==> config.mk <==
export PLATFORM = sky130hd
export DESIGN_NAME = pca_div
export DESIGN_NICKNAME = d
export VERILOG_FILES = /design/src/design/pca_div.sv
export SDC_FILE = /design/constraint.sdc
export NUM_CORES = 1
export LEC_CHECK = 0
export BUFFER_PORTS_ARGS = -buffer_cell sky130_fd_sc_hd__buf_2
export CAP_MARGIN = 20
export CORE_MARGIN = 1
export CORE_UTILIZATION = 51
export DETAILED_ROUTE_END_ITERATION = 10
export HOLD_SLACK_MARGIN = 0.15
export PLACE_DENSITY = 0.71
export SLEW_MARGIN = 20
export SYNTH_ARGS = -nofsm -noshare
export SYNTH_HDL_FRONTEND = slang
export SYNTH_SLANG_ARGS = --single-unit
==> constraint.sdc <==
create_clock -name clk -period 4.25 [get_ports clk]
set_input_delay 0.6375 -clock clk [delete_from_list [all_inputs] [get_ports clk]]
set_output_delay 0.6375 -clock clk [all_outputs]
set_load 0.005 [all_outputs]
==> src/design/pca_div.sv <==
// pca_div: pipelined restoring divider, one quotient bit per stage,
// several lanes in lock step with a side payload; uses no package
`default_nettype none

module pca_div #(
    parameter int NW = 25,
    parameter int DW = 17,
    parameter int QW = 9,
    parameter int LN = 2,
    parameter int SW = 1
) (
    input  wire logic                       clk,
    input  wire logic                       rst_n,
    input  wire logic                       en,
    input  wire logic                       in_vld,
    input  wire logic [LN-1:0][NW-1:0]      num,
    input  wire logic [LN-1:0][DW-1:0]      den,
    input  wire logic [SW-1:0]              side,
    output logic                            out_vld,
    output logic [LN-1:0][QW-1:0]           quo,
    output logic [SW-1:0]                   side_out
);

    localparam int CW = NW + QW;

    logic [QW-1:0]                  vld_reg;
    logic [QW-1:0][LN-1:0][NW-1:0]  rem_reg;
    logic [QW-1:0][LN-1:0][DW-1:0]  den_reg;
    logic [QW-1:0][LN-1:0][QW-1:0]  quo_reg;
    logic [QW-1:0][SW-1:0]          side_reg;

    for (genvar st = 0; st < QW; st++) begin : g_st
        logic                    vld_i;
        logic [LN-1:0][NW-1:0]   rem_i;
        logic [LN-1:0][DW-1:0]   den_i;
        logic [LN-1:0][QW-1:0]   quo_i;
        logic [SW-1:0]           side_i;
        logic [LN-1:0][CW-1:0]   dsh;
        logic [LN-1:0][NW-1:0]   rem_next;
        logic [LN-1:0][QW-1:0]   quo_next;

        if (st == 0) begin : g_first
            assign vld_i  = in_vld;
            assign rem_i  = num;
            assign den_i  = den;
            assign quo_i  = '0;
            assign side_i = side;
        end else begin : g_rest
            assign vld_i  = vld_reg[st-1];
            assign rem_i  = rem_reg[st-1];
            assign den_i  = den_reg[st-1];
            assign quo_i  = quo_reg[st-1];
            assign side_i = side_reg[st-1];
        end

        // trial subtract of the divisor shifted to this quotient bit
        always_comb
        begin
            for (int ln = 0; ln < LN; ln++)
            begin
                dsh[ln] = CW'(den_i[ln]) << (QW - 1 - st);
                if (CW'(rem_i[ln]) >= dsh[ln])
                begin
                    rem_next[ln] = rem_i[ln] - dsh[ln][NW-1:0];
                    quo_next[ln] = quo_i[ln] | (QW'(1) << (QW - 1 - st));
                end
                else
                begin
                    rem_next[ln] = rem_i[ln];
                    quo_next[ln] = quo_i[ln];
                end
            end
        end

        // stage valid
        always_ff @(posedge clk or negedge rst_n)
        begin
            if (!rst_n)
                vld_reg[st] <= 1'b0;
            else if (en)
                vld_reg[st] <= vld_i;
        end

        // stage data
        always_ff @(posedge clk)
        begin
            if (en)
            begin
                rem_reg[st]  <= rem_next;
                den_reg[st]  <= den_i;
                quo_reg[st]  <= quo_next;
                side_reg[st] <= side_i;
            end
        end
    end

    assign out_vld  = vld_reg[QW-1];
    assign quo      = quo_reg[QW-1];
    assign side_out = side_reg[QW-1];

endmodule

`default_nettype wire

==> results.ini <==
[timing]
min_period_ns=3.544
finalCritPeriodShare=0.8338
finalHoldViolations=0
relSlewSlack=0.3850
rsz0062_at_grt=false
fin_ws_ns=0.7065
finalSetupTns_ns=0
worstMarginPinSlew_ns=0.9225
slew_viol_final=0
fin_skew_ns=0.02824
fmax_mhz=282.2
setup_viol_count_final=0

[logic_synthesis]
synthTopCellsByArea=edfxtp_1, ha_1, inv_1
synth_largest_area_cell=edfxtp_1
ys_seq_area_frac=0.5426
ys.flop_type=edfxtp_1
async_flop_share=0.01154
synth-seq-cells=780
syn_inst=3735
synth-edff-count=771
syn_nets=4146
synth.yosys.warnings=0
synthesis.area_sq_um=43080
synth_top_area_frac=0.5374
synth_cell_types=104
syn_area_per_cell_sq_um=11.53

[die]
die_h_microns=292.6
start_util=0.5148
dieWidth_microns=292.6
io_pins=109
die_area_sq_um=85640
core_area_sq_um=83690
rows=106

[clock_network]
cts_buffers=83
ctsResizeCount=0
cts_tree=built
path_clk_slew_ns=0.06
clock_latency_ns=0.63
cts_buffer_depth=3
cts_sinks=780
cts_max_level=3
cts_root_buf=clkbuf_16

[worst_setup_path]
cp_max_fo=18
path_cells=dlygate4sd3_1 > buf_2 > inv_1 > ha_1 > and2_1 > nand2_1 > nor2_1 > nand3_1 > nor4b_1 > nor2_2 > o211a_1 > mux2_4
crit_slowest_cell=o211a_1
cp_slowest_stage_delay_ns=0.60
worstSetupPathType=in -> reg
worstPathArrival_ns=3.93
cp-start-kind=primary input
crit_required_ns=4.63
end_kind=register

[finish]
seq_area_sq_um=23380
multi_input_area_sq_um=17850
fill_cells=6887
antenna-diode-count=0
fin_util=0.5717
fin_nets=4309
largest_register_ffs=400
layout-drive-gt1-share=0.1027
syn_to_final_growth_pct=11.05

[routing]
firstDrtPassIters=5
vias=27503
drtIter0Drc=1373
final_antenna_net_count=0
drc=0
wirelength_mm=78.78
viasPerCell=5.396
wire_per_inst_microns=15.46

[hold_path]
min_path_type=in -> reg

[global_route]
first_global_vias=26779
grt_max_degree=124
grt_pass1_wl_mm=129.8
overflow=0
antenna_found_initial=0
globalRouteTotalUtil=0.1848

[outcome]
status=finished clean

[pwr]
power.total_w=0.02936
power_leakage_nw=19.28
pwr_density_cell_nw_per_um2=613.8
ir_drop_uv=351.5

[placement]
place.port_buffers=108
hpwl_mm=59.72
gp_congestion=0.9108
dp_slack_ns=0.5365

[flow_run]
max_cap_viol_count=0

[critical path, delay by kind of cell]
kind | cells | cell delay, ns
simple gates | 6 | 1.21
buf+inv | 3 | 0.69
compound gates | 1 | 0.60
mux | 1 | 0.44
fa+ha+maj | 1 | 0.33
[path summary, 6_finish.rpt]
| check | from | endpoint | slack, ns | cells after the start |
|---|---|---|---|---|
| worst min-delay path | den[7] | den_reg[7] | 0.19 | 1 |
| worst max-delay path | den[11] | g_st[1].rem_i[23] | 0.71 | 12 |
| min in group asynchronous | rst_n | out_vld | 0.37 | 2 |
| worst min register to register | g_st[8].quo_i[2] | quo[2] | 0.41 | 0 |
| max in group asynchronous | rst_n | g_st[5].vld_i | 3.70 | 2 |
| worst max register to register | den_reg[0] | g_st[2].rem_i[23] | 0.76 | 10 |
[final cells by class]
type	instances	area share
Sequential cell	780	0.4886
Multi-Input combinational cell	2475	0.3731
Clock buffer	106	0.04674
Inverter	420	0.03295
Tap cell	1134	0.02966
Timing Repair Buffer	138	0.01773
Clock inverter	44	0.01114
[layer usage]
metal  wire (microns)  track usage
met5                0            0
met4             2452      0.06998
met3             3096      0.02436
met2            37900       0.3215
met1            35340       0.2345
[cells in the final DEF, fill, tap and decap left out, types with 101 or more instances in the layout]
master,instances
o21ai_0,177
ha_1,306
buf_2,107
nand2_1,239
edfxtp_1,771
nor2_1,240
a21oi_1,272
a21o_1,101
inv_1,415
xnor2_1,145
[power by group]
part	switching, W	leakage (nW)	internal [W]	total (W)
clock network	0.00288	1.35	0.00430	0.00718
registers	0.000958	7.57	0.0108	0.0118
logic	0.00564	10.4	0.00475	0.0104
total	0.00948	19.3	0.0199	0.0294
[logic make-up (layout without fill, tap and decap cells)]
| kind of cell | Yosys count | after routing | share of synthesized area |
|---|---|---|---|
| AO/OA/AOI/OAI | 869 | 869 | 0.1314 |
| XOR/XNOR | 235 | 235 | 0.04778 |
| adder cells (fa/ha/maj) | 322 | 322 | 0.09631 |
| buffers and inverters | 480 | 708 | 0.04345 |
| flip-flops | 780 | 780 | 0.5426 |
| multiplexers | 116 | 116 | 0.03049 |
| AND/OR/NAND/NOR | 933 | 933 | 0.1080 |
[per-stage QoR]
step | instances | instance area [sq um] | hold slack [ns]
after floorplan | 3735 | 43080 | 0.3419
after global placement | 4943 | 45030 | 0.4008
after detailed placement | 4943 | 45030 | 0.4045
after CTS | 5097 | 47840 | 0.1515
after global routing | 5097 | 47840 | 0.1702
final | 5097 | 47840 | 0.1857
[cells in the mapped netlist, drive strengths merged, types with 69 or more instances]
library cell  count
a21oi           273
ha              306
mux2            101
edfxtp          771
xor2             90
nor2            242
nand2           239
nand3            69
nor3             74
inv             419
a21o            101
xnor2           145
o21ai           189
[what timing repair did]
item                                   CTS  global route
endpoints found under the hold margin   12             0
hold buffers                             4             0
setup buffers                            0             0
Note: power is estimated with default switching activity, not from simulation.
