### config.mk
export PLATFORM = sky130hd
export DESIGN_NAME = pca_hsv_back
export DESIGN_NICKNAME = d
export VERILOG_FILES = /design/src/design/pca_pkg.sv /design/src/design/pca_hsv_back.sv
export SDC_FILE = /design/constraint.sdc
export NUM_CORES = 2
export LEC_CHECK = 0
export BUFFER_PORTS_ARGS = -buffer_cell sky130_fd_sc_hd__buf_2
export CAP_MARGIN = 20
export CORE_UTILIZATION = 50
export DETAILED_ROUTE_END_ITERATION = 8
export GPL_TIMING_DRIVEN = 0
export PLACE_DENSITY = 0.73
export SLEW_MARGIN = 20
export SYNTH_ARGS = -nofsm -noshare
export SYNTH_HDL_FRONTEND = slang
export SYNTH_SLANG_ARGS = --single-unit
### constraint.sdc
create_clock -name clk -period 4.75 [get_ports clk]
set_input_delay 0.475 -clock clk [delete_from_list [all_inputs] [get_ports clk]]
set_output_delay 0.475 -clock clk [all_outputs]
set_load 0.03 [all_outputs]
### src/design/pca_pkg.sv
// pca_pkg: shared types, mode codes, register indexes and helpers for the
// pixel colour adjust block
// no dependencies
`default_nettype none

package pca_pkg;

    localparam int CH_W   = 8;
    localparam int AMT_W  = 10;
    localparam int MODE_W = 3;

    // mode register codes
    localparam logic [MODE_W-1:0] MODE_BRIGHT   = 3'd0;
    localparam logic [MODE_W-1:0] MODE_CONTRAST = 3'd1;
    localparam logic [MODE_W-1:0] MODE_SAT      = 3'd2;
    localparam logic [MODE_W-1:0] MODE_HUE      = 3'd3;
    localparam logic [MODE_W-1:0] MODE_GRAY     = 3'd4;
    localparam logic [MODE_W-1:0] MODE_NEG      = 3'd5;
    localparam logic [MODE_W-1:0] MODE_OPACITY  = 3'd6;

    // configuration register indexes
    localparam logic REG_MODE   = 1'b0;
    localparam logic REG_AMOUNT = 1'b1;

    // divider geometry: numerator, divisor and quotient widths, lanes
    localparam int DIV_NW = 25;
    localparam int DIV_DW = 17;
    localparam int DIV_QW = 9;
    localparam int DIV_LN = 2;

    typedef struct packed {
        logic [CH_W-1:0] red_in;
        logic [CH_W-1:0] green_in;
        logic [CH_W-1:0] blue_in;
        logic [CH_W-1:0] alpha_in;
    } pix_in_t;

    typedef struct packed {
        logic [CH_W-1:0] red_out;
        logic [CH_W-1:0] green_out;
        logic [CH_W-1:0] blue_out;
        logic [CH_W-1:0] alpha_out;
    } pix_out_t;

    // data riding alongside the divider: non-hsv result, value, grey flag
    typedef struct packed {
        pix_out_t        res;
        logic [CH_W-1:0] val;
        logic            achrom;
    } hsv_side_t;

    function automatic logic [CH_W-1:0] clamp_u8(input logic signed [13:0] x);
        logic [CH_W-1:0] r;
        if (x < 14'sd0)
            r = '0;
        else if (x > 14'sd255)
            r = 8'd255;
        else
            r = x[CH_W-1:0];
        return r;
    endfunction

endpackage

`default_nettype wire

### src/design/pca_hsv_back.sv
// pca_hsv_back: hue/saturation update, hsv to rgb conversion and the
// output register; depends on pca_pkg
`default_nettype none

module pca_hsv_back #(
    parameter int QW = pca_pkg::DIV_QW
) (
    input  wire logic                            clk,
    input  wire logic                            rst_n,
    input  wire logic                            en,
    input  wire logic                            in_vld,
    input  wire logic [QW-1:0]                   hq,
    input  wire logic [QW-1:0]                   sq,
    input  wire pca_pkg::hsv_side_t              side,
    input  wire logic [pca_pkg::MODE_W-1:0]      mode,
    input  wire logic signed [pca_pkg::AMT_W-1:0] amount,
    output logic                                 out_vld,
    output pca_pkg::pix_out_t                    out_pix
);

    // stage registers
    logic                 d_vld_reg, e_vld_reg, f_vld_reg, g_vld_reg, h_vld_reg, o_vld_reg;
    logic [8:0]           d_h_reg;
    logic [7:0]           d_s_reg, e_s_reg;
    pca_pkg::hsv_side_t   d_side_reg, e_side_reg, f_side_reg, g_side_reg, h_side_reg;
    logic [2:0]           e_sec_reg, f_sec_reg, g_sec_reg, h_sec_reg;
    logic [5:0]           e_fr_reg;
    logic                 f_sz_reg, g_sz_reg, h_sz_reg;
    logic [2:0][13:0]     f_x_reg;
    logic [2:0][19:0]     g_m_reg;
    logic [2:0][7:0]      h_c_reg;
    pca_pkg::pix_out_t    o_pix_reg;

    logic [7:0]           sq_eff;
    logic signed [11:0]   s_sum;
    logic signed [11:0]   h_sum;
    logic [9:0]           h_clip;
    logic [8:0]           h_wrap;
    logic [8:0]           d_h_next;
    logic [7:0]           d_s_next;
    logic [19:0]          sec_prod;
    logic [2:0]           e_sec_next;
    logic [5:0]           e_fr_next;
    logic [2:0][13:0]     f_x_next;
    logic [2:0][19:0]     g_m_next;
    logic [2:0][40:0]     h_prod;
    logic [2:0][7:0]      h_c_next;
    pca_pkg::pix_out_t    o_pix_next;
    logic [7:0]           cv, cp, cq, ct;

    // new hue and saturation
    always_comb
    begin
        sq_eff = side.achrom ? 8'd0 : sq[7:0];
        s_sum  = $signed({4'b0, sq_eff}) + 12'(amount);
        h_sum  = (side.achrom ? -12'sd1 : $signed(12'(hq))) + 12'(amount);
        if (h_sum < 12'sd0)
            h_clip = '0;
        else if (h_sum > 12'sd720)
            h_clip = 10'd720;
        else
            h_clip = h_sum[9:0];
        if (h_clip >= 10'd720)
            h_wrap = '0;
        else if (h_clip >= 10'd360)
            h_wrap = 9'(h_clip - 10'd360);
        else
            h_wrap = h_clip[8:0];
        if (mode == pca_pkg::MODE_SAT)
        begin
            d_h_next = side.achrom ? 9'd0 : hq[8:0];
            d_s_next = pca_pkg::clamp_u8(14'(s_sum));
        end
        else
        begin
            d_h_next = h_wrap;
            d_s_next = sq_eff;
        end
    end

    // sector and fraction, h/60 by reciprocal
    always_comb
    begin
        sec_prod   = 20'(d_h_reg) * 20'd1093;
        e_sec_next = sec_prod[18:16];
        e_fr_next  = 6'(d_h_reg - 9'(e_sec_next * 6'd60));
    end

    // weights for p, q and t
    always_comb
    begin
        f_x_next[0] = 14'd15300 - 14'(e_s_reg * 6'd60);
        f_x_next[1] = 14'd15300 - 14'(14'(e_s_reg) * 14'(e_fr_reg));
        f_x_next[2] = 14'd15300 - 14'(14'(e_s_reg) * 14'(6'd60 - e_fr_reg));
    end

    // value times weight, rounded, pre-divided by four
    always_comb
    begin
        for (int i = 0; i < 3; i++)
            g_m_next[i] = 20'((22'(f_side_reg.val) * 22'(f_x_reg[i]) + 22'd7650) >> 2);
    end

    // divide by 3825 through the reciprocal
    always_comb
    begin
        for (int i = 0; i < 3; i++)
        begin
            h_prod[i]   = 41'(g_m_reg[i]) * 41'd1122868;
            h_c_next[i] = h_prod[i][39:32];
        end
    end

    // sector select and final mux
    always_comb
    begin
        cv = h_side_reg.val;
        cp = h_c_reg[0];
        cq = h_c_reg[1];
        ct = h_c_reg[2];
        o_pix_next = h_side_reg.res;
        if (mode == pca_pkg::MODE_SAT || mode == pca_pkg::MODE_HUE)
        begin
            if (h_sz_reg)
            begin
                o_pix_next.red_out   = cv;
                o_pix_next.green_out = cv;
                o_pix_next.blue_out  = cv;
            end
            else
            begin
                case (h_sec_reg)
                    3'd0:
                    begin
                        o_pix_next.red_out = cv; o_pix_next.green_out = ct;
                        o_pix_next.blue_out = cp;
                    end
                    3'd1:
                    begin
                        o_pix_next.red_out = cq; o_pix_next.green_out = cv;
                        o_pix_next.blue_out = cp;
                    end
                    3'd2:
                    begin
                        o_pix_next.red_out = cp; o_pix_next.green_out = cv;
                        o_pix_next.blue_out = ct;
                    end
                    3'd3:
                    begin
                        o_pix_next.red_out = cp; o_pix_next.green_out = cq;
                        o_pix_next.blue_out = cv;
                    end
                    3'd4:
                    begin
                        o_pix_next.red_out = ct; o_pix_next.green_out = cp;
                        o_pix_next.blue_out = cv;
                    end
                    default:
                    begin
                        o_pix_next.red_out = cv; o_pix_next.green_out = cp;
                        o_pix_next.blue_out = cq;
                    end
                endcase
            end
        end
    end

    // valid bits
    always_ff @(posedge clk or negedge rst_n)
    begin
        if (!rst_n)
        begin
            d_vld_reg <= 1'b0;
            e_vld_reg <= 1'b0;
            f_vld_reg <= 1'b0;
            g_vld_reg <= 1'b0;
            h_vld_reg <= 1'b0;
            o_vld_reg <= 1'b0;
        end
        else if (en)
        begin
            d_vld_reg <= in_vld;
            e_vld_reg <= d_vld_reg;
            f_vld_reg <= e_vld_reg;
            g_vld_reg <= f_vld_reg;
            h_vld_reg <= g_vld_reg;
            o_vld_reg <= h_vld_reg;
        end
    end

    // stage data
    always_ff @(posedge clk)
    begin
        if (en)
        begin
            d_h_reg    <= d_h_next;
            d_s_reg    <= d_s_next;
            d_side_reg <= side;
            e_sec_reg  <= e_sec_next;
            e_fr_reg   <= e_fr_next;
            e_s_reg    <= d_s_reg;
            e_side_reg <= d_side_reg;
            f_x_reg    <= f_x_next;
            f_sec_reg  <= e_sec_reg;
            f_sz_reg   <= (e_s_reg == 8'd0);
            f_side_reg <= e_side_reg;
            g_m_reg    <= g_m_next;
            g_sec_reg  <= f_sec_reg;
            g_sz_reg   <= f_sz_reg;
            g_side_reg <= f_side_reg;
            h_c_reg    <= h_c_next;
            h_sec_reg  <= g_sec_reg;
            h_sz_reg   <= g_sz_reg;
            h_side_reg <= g_side_reg;
            o_pix_reg  <= o_pix_next;
        end
    end

    assign out_vld = o_vld_reg;
    assign out_pix = o_pix_reg;

endmodule

`default_nettype wire

==> flow_metrics.env <==
export IMPL_hold_class="input pin to flip-flop"
export IMPL_worstHoldPathCells=1
export IMPL_route_layer_met1_wl_um=42150
export IMPL_coreArea_um2=86890
export IMPL_path_buf_inv=4
export IMPL_layout_nets=5821
export IMPL_place_detailed_instances=5367
export IMPL_critical_path_reg2reg_endpoint="cp[7]"
export IMPL_cts_reportedPaths_clkPinSlew_ns=0.06
export IMPL_fin_cells=5668
export IMPL_worst_r2r_startpoint="g_m_reg[9]"
export IMPL_worstPathArrival_ns=5.81
export IMPL_drc=0
export IMPL_syn_inst=4101
export IMPL_number_of_global_route_vias_before_repair=31040
export IMPL_most_used_dff_post_synth="sky130_fd_sc_hd__edfxtp_1"
export IMPL_start_util_pct=50.60
export IMPL_chipWidth_um=298.5
export IMPL_drive_gt1_share_pct=17.84
export IMPL_met2_length_um=48100
export IMPL_cp_required_ns=5.07
export IMPL_setup_worst_path_start_class="flip-flop"
export IMPL_timing_slew_headroom_pct=36.57
export IMPL_synth_seq_area_share_pct=27.73
export IMPL_synth_top_area_share_pct=27.39
export IMPL_syn_cell_area_um2=43960
export IMPL_synth_edf_count=401
export IMPL_max_cap_viol_count=0
export IMPL_cts_htree_levels=2
export IMPL_final_max_slew_violation_count=0
export IMPL_die_y_um=298.5
export IMPL_cts_root_buffer="sky130_fd_sc_hd__clkbuf_16"
export IMPL_num_io_pins=109
export IMPL_detailed_place_hpwl_um=71620
export IMPL_wire_per_inst_um=17.45
export IMPL_antenna_found_initial=0
export IMPL_largest_register_ffs=60
export IMPL_synth_common_cells="sky130_fd_sc_hd__inv_1, sky130_fd_sc_hd__ha_1, sky130_fd_sc_hd__fa_1, sky130_fd_sc_hd__edfxtp_1, sky130_fd_sc_hd__nand2_1"
export IMPL_violations="negative setup slack"
export IMPL_grt_start_max_net_pins=94
export IMPL_drt_pre_antenna_iters=5
export IMPL_skew_ns=0.03136
export IMPL_finalHoldViolations=0
export IMPL_tightest_slew_ns=0.9515
export IMPL_via_count=29780
export IMPL_min_period_over_period_pct=115.5
export IMPL_grt_setup_unrepaired="true"
export IMPL_routabilityCongestion=0.9070
export IMPL_antenna_violating_nets_post_route=0
export IMPL_cts_tree="done"
export IMPL_outcome="finished with violations"
export IMPL_globalRouteOverflowTotal=0
export IMPL_post_route_min_period_ns=5.488
export IMPL_crit_path_cell_trace="ha_4 > ha_4 > inv_2 > fa_1 > inv_2 > ha_4 > fa_1 > inv_2 > fa_1 > inv_2 > ha_4 > a211oi_2 > nand2_1 > o2111ai_4 > a31oi_4 > o31ai_4 > a21boi_2 > o2111a_1 > or3_4 > xnor2_4"
export IMPL_synth_cell_type_count=78
export IMPL_synth_area_per_cell_um2=10.72
export IMPL_path_delay_family="adder cells"
export IMPL_detailed_route_wire_length_um=98890
export IMPL_tritoncts_num_sinks=407
export IMPL_whs_ns=0.04879
export IMPL_global_route_wire_length_before_repair_um=158500
export IMPL_hold_path_startpoint="side[35]"
export IMPL_fin_ws_ns=-0.7383
export IMPL_syn_nets=5445
export IMPL_worst_hold_path_endpoint="d_side_reg[35]"
export IMPL_area_growth_synth_to_final_pct=17.43
export IMPL_detailedRoute_firstIterationViolations=1686
export IMPL_max_clock_freq_mhz=182.2
export IMPL_numCtsBuffers=44
export IMPL_timing_critical_path_depth=20
export IMPL_synth_top_cells_by_area="sky130_fd_sc_hd__edfxtp_1, sky130_fd_sc_hd__fa_1, sky130_fd_sc_hd__ha_1, sky130_fd_sc_hd__inv_1, sky130_fd_sc_hd__and2_1"
export IMPL_global_route_usage_total_pct=22.17
export IMPL_postSynthRegisterBits=407
export IMPL_worstSetupPathType="flip-flop to flip-flop"
export IMPL_synth_warning_count=0
export IMPL_port_buffer_count=107
export IMPL_leading_cell_type_by_number_of_instances_after_synthesis="sky130_fd_sc_hd__inv_1"
export IMPL_vias_per_cell=5.254
export IMPL_report_final_setup_viol=43
export IMPL_cp_slowest_stage_delay_ns=0.52
export IMPL_asyncSetResetFlopFracSynth_pct=1.474
export IMPL_r2r_setup_slack_ns=-0.74
export IMPL_n_antenna_cell=0
export IMPL_critical_path_max_fanout=4
export IMPL_worst_path_max_delay_cell="sky130_fd_sc_hd__fa_1"
export IMPL_detailroute_wirelength_met3_um=5484
export IMPL_crit_path_end_kind="flip-flop"
export IMPL_clk_path_buf_depth=3
export IMPL_die_area_um2=89120
export IMPL_top_layer_used="met4"
export IMPL_num_fill_cells=6732
export IMPL_netlist_top_cell_by_area="sky130_fd_sc_hd__edfxtp_1"
export IMPL_worst_skew_pair_late_latency_ns=0.60
export IMPL_row_count=108
export IMPL_rr_worst_depth=20
## worst register-to-register path, stage by stage (launching register included)
cell and delay (ns):
sky130_fd_sc_hd__edfxtp_1 0.48, sky130_fd_sc_hd__ha_4 0.29, sky130_fd_sc_hd__ha_4 0.26, sky130_fd_sc_hd__inv_2 0.03
sky130_fd_sc_hd__fa_1 0.52, sky130_fd_sc_hd__inv_2 0.05, sky130_fd_sc_hd__ha_4 0.21, sky130_fd_sc_hd__fa_1 0.49
sky130_fd_sc_hd__inv_2 0.04, sky130_fd_sc_hd__fa_1 0.52, sky130_fd_sc_hd__inv_2 0.05, sky130_fd_sc_hd__ha_4 0.21
sky130_fd_sc_hd__a211oi_2 0.23, sky130_fd_sc_hd__nand2_1 0.13, sky130_fd_sc_hd__o2111ai_4 0.25, sky130_fd_sc_hd__a31oi_4 0.16
sky130_fd_sc_hd__o31ai_4 0.32, sky130_fd_sc_hd__a21boi_2 0.10, sky130_fd_sc_hd__o2111a_1 0.29, sky130_fd_sc_hd__or3_4 0.43
sky130_fd_sc_hd__xnor2_4 0.18
## cells in the final DEF, fill, tap and decap left out, drive strengths merged, types with 98 or more instances in the layout
master,n
a21oi,99
and2,197
buf,348
clkbuf,108
edfxtp,401
fa,499
ha,769
inv,971
nand2,310
nor2,103
o21ai,98
## per-layer routing
layer / GRT usage, % / vias to the layer above
met5: 0 / -
met4: 6.545 / 0
met3: 2.901 / 194
met2: 37.78 / 776
li1: - / 14140
met1: 29.49 / 14680
## layout make-up
| class | instances | area, um^2 | share of cell area [%] |
|---|---|---|---|
| multi-input cells | 2654 | 29750 | 57.63 |
| flip-flops and latches | 407 | 12190 | 23.62 |
| inverters | 963 | 3620 | 7.012 |
| repair buffers | 337 | 2564 | 4.966 |
| well taps | 1155 | 1445 | 2.799 |
| clock buffers | 50 | 1124 | 2.176 |
| plain buffers | 70 | 581.8 | 1.127 |
| clock inverters | 32 | 347.8 | 0.6738 |
## cells by family after synthesis
family / count (synthesis) / share of synthesized area (%)
adder cells (fa/ha/maj): 1268 / 44.61
XOR/XNOR: 127 / 2.530
AO/OA/AOI/OAI: 439 / 6.711
AND/OR/NAND/NOR: 802 / 9.096
buffers and inverters: 1040 / 8.894
multiplexers: 18 / 0.4298
flip-flops: 407 / 27.73
## worst max path at each step
stage / to / slack [ns] / start
3_5_place_dp: cp[7] / -1.31 / g_m_reg[10]
5_1_grt: cp[7] / -0.90 / g_m_reg[9]
6_report: cp[7] / -0.74 / g_m_reg[9]
3_3_place_gp: out_vld / -2.76 / en
2_1_floorplan: cp[7] / -0.32 / g_m_reg[10]
4_1_cts: cp[7] / -0.70 / g_m_reg[9]
## through the flow
| step | setup TNS, ns | util [%] | instance area, um^2 | setup slack (ns) |
|---|---|---|---|---|
| 6_report | -9.148 | 59.41 | 51620 | -0.7383 |
| 5_1_grt | -15.87 | 59.41 | 51620 | -0.9038 |
| 4_1_cts | -6.899 | 58.09 | 50470 | -0.7008 |
| 3_5_place_dp | -48.02 | 53.16 | 46190 | -1.308 |
| 3_3_place_gp | -1076.38 | 53.02 | 46070 | -2.759 |
| 2_1_floorplan | -0.3803 | - | 44090 | -0.3183 |
## repair_timing
| item | in CTS | in global routing |
|---|---|---|
| gates resized for setup | 328 | 197 |
| cloned | 1 | 1 |
| pin swaps | 167 | 172 |
| endpoints found under the hold margin | 6 | 0 |
| setup buffers | 168 | 62 |
| endpoints found under the setup margin | 75 | 64 |
| hold buffers | 1 | 0 |
Power is not shown: default switching activity piles up to over one toggle a cycle in this logic, so the estimate is an artifact.
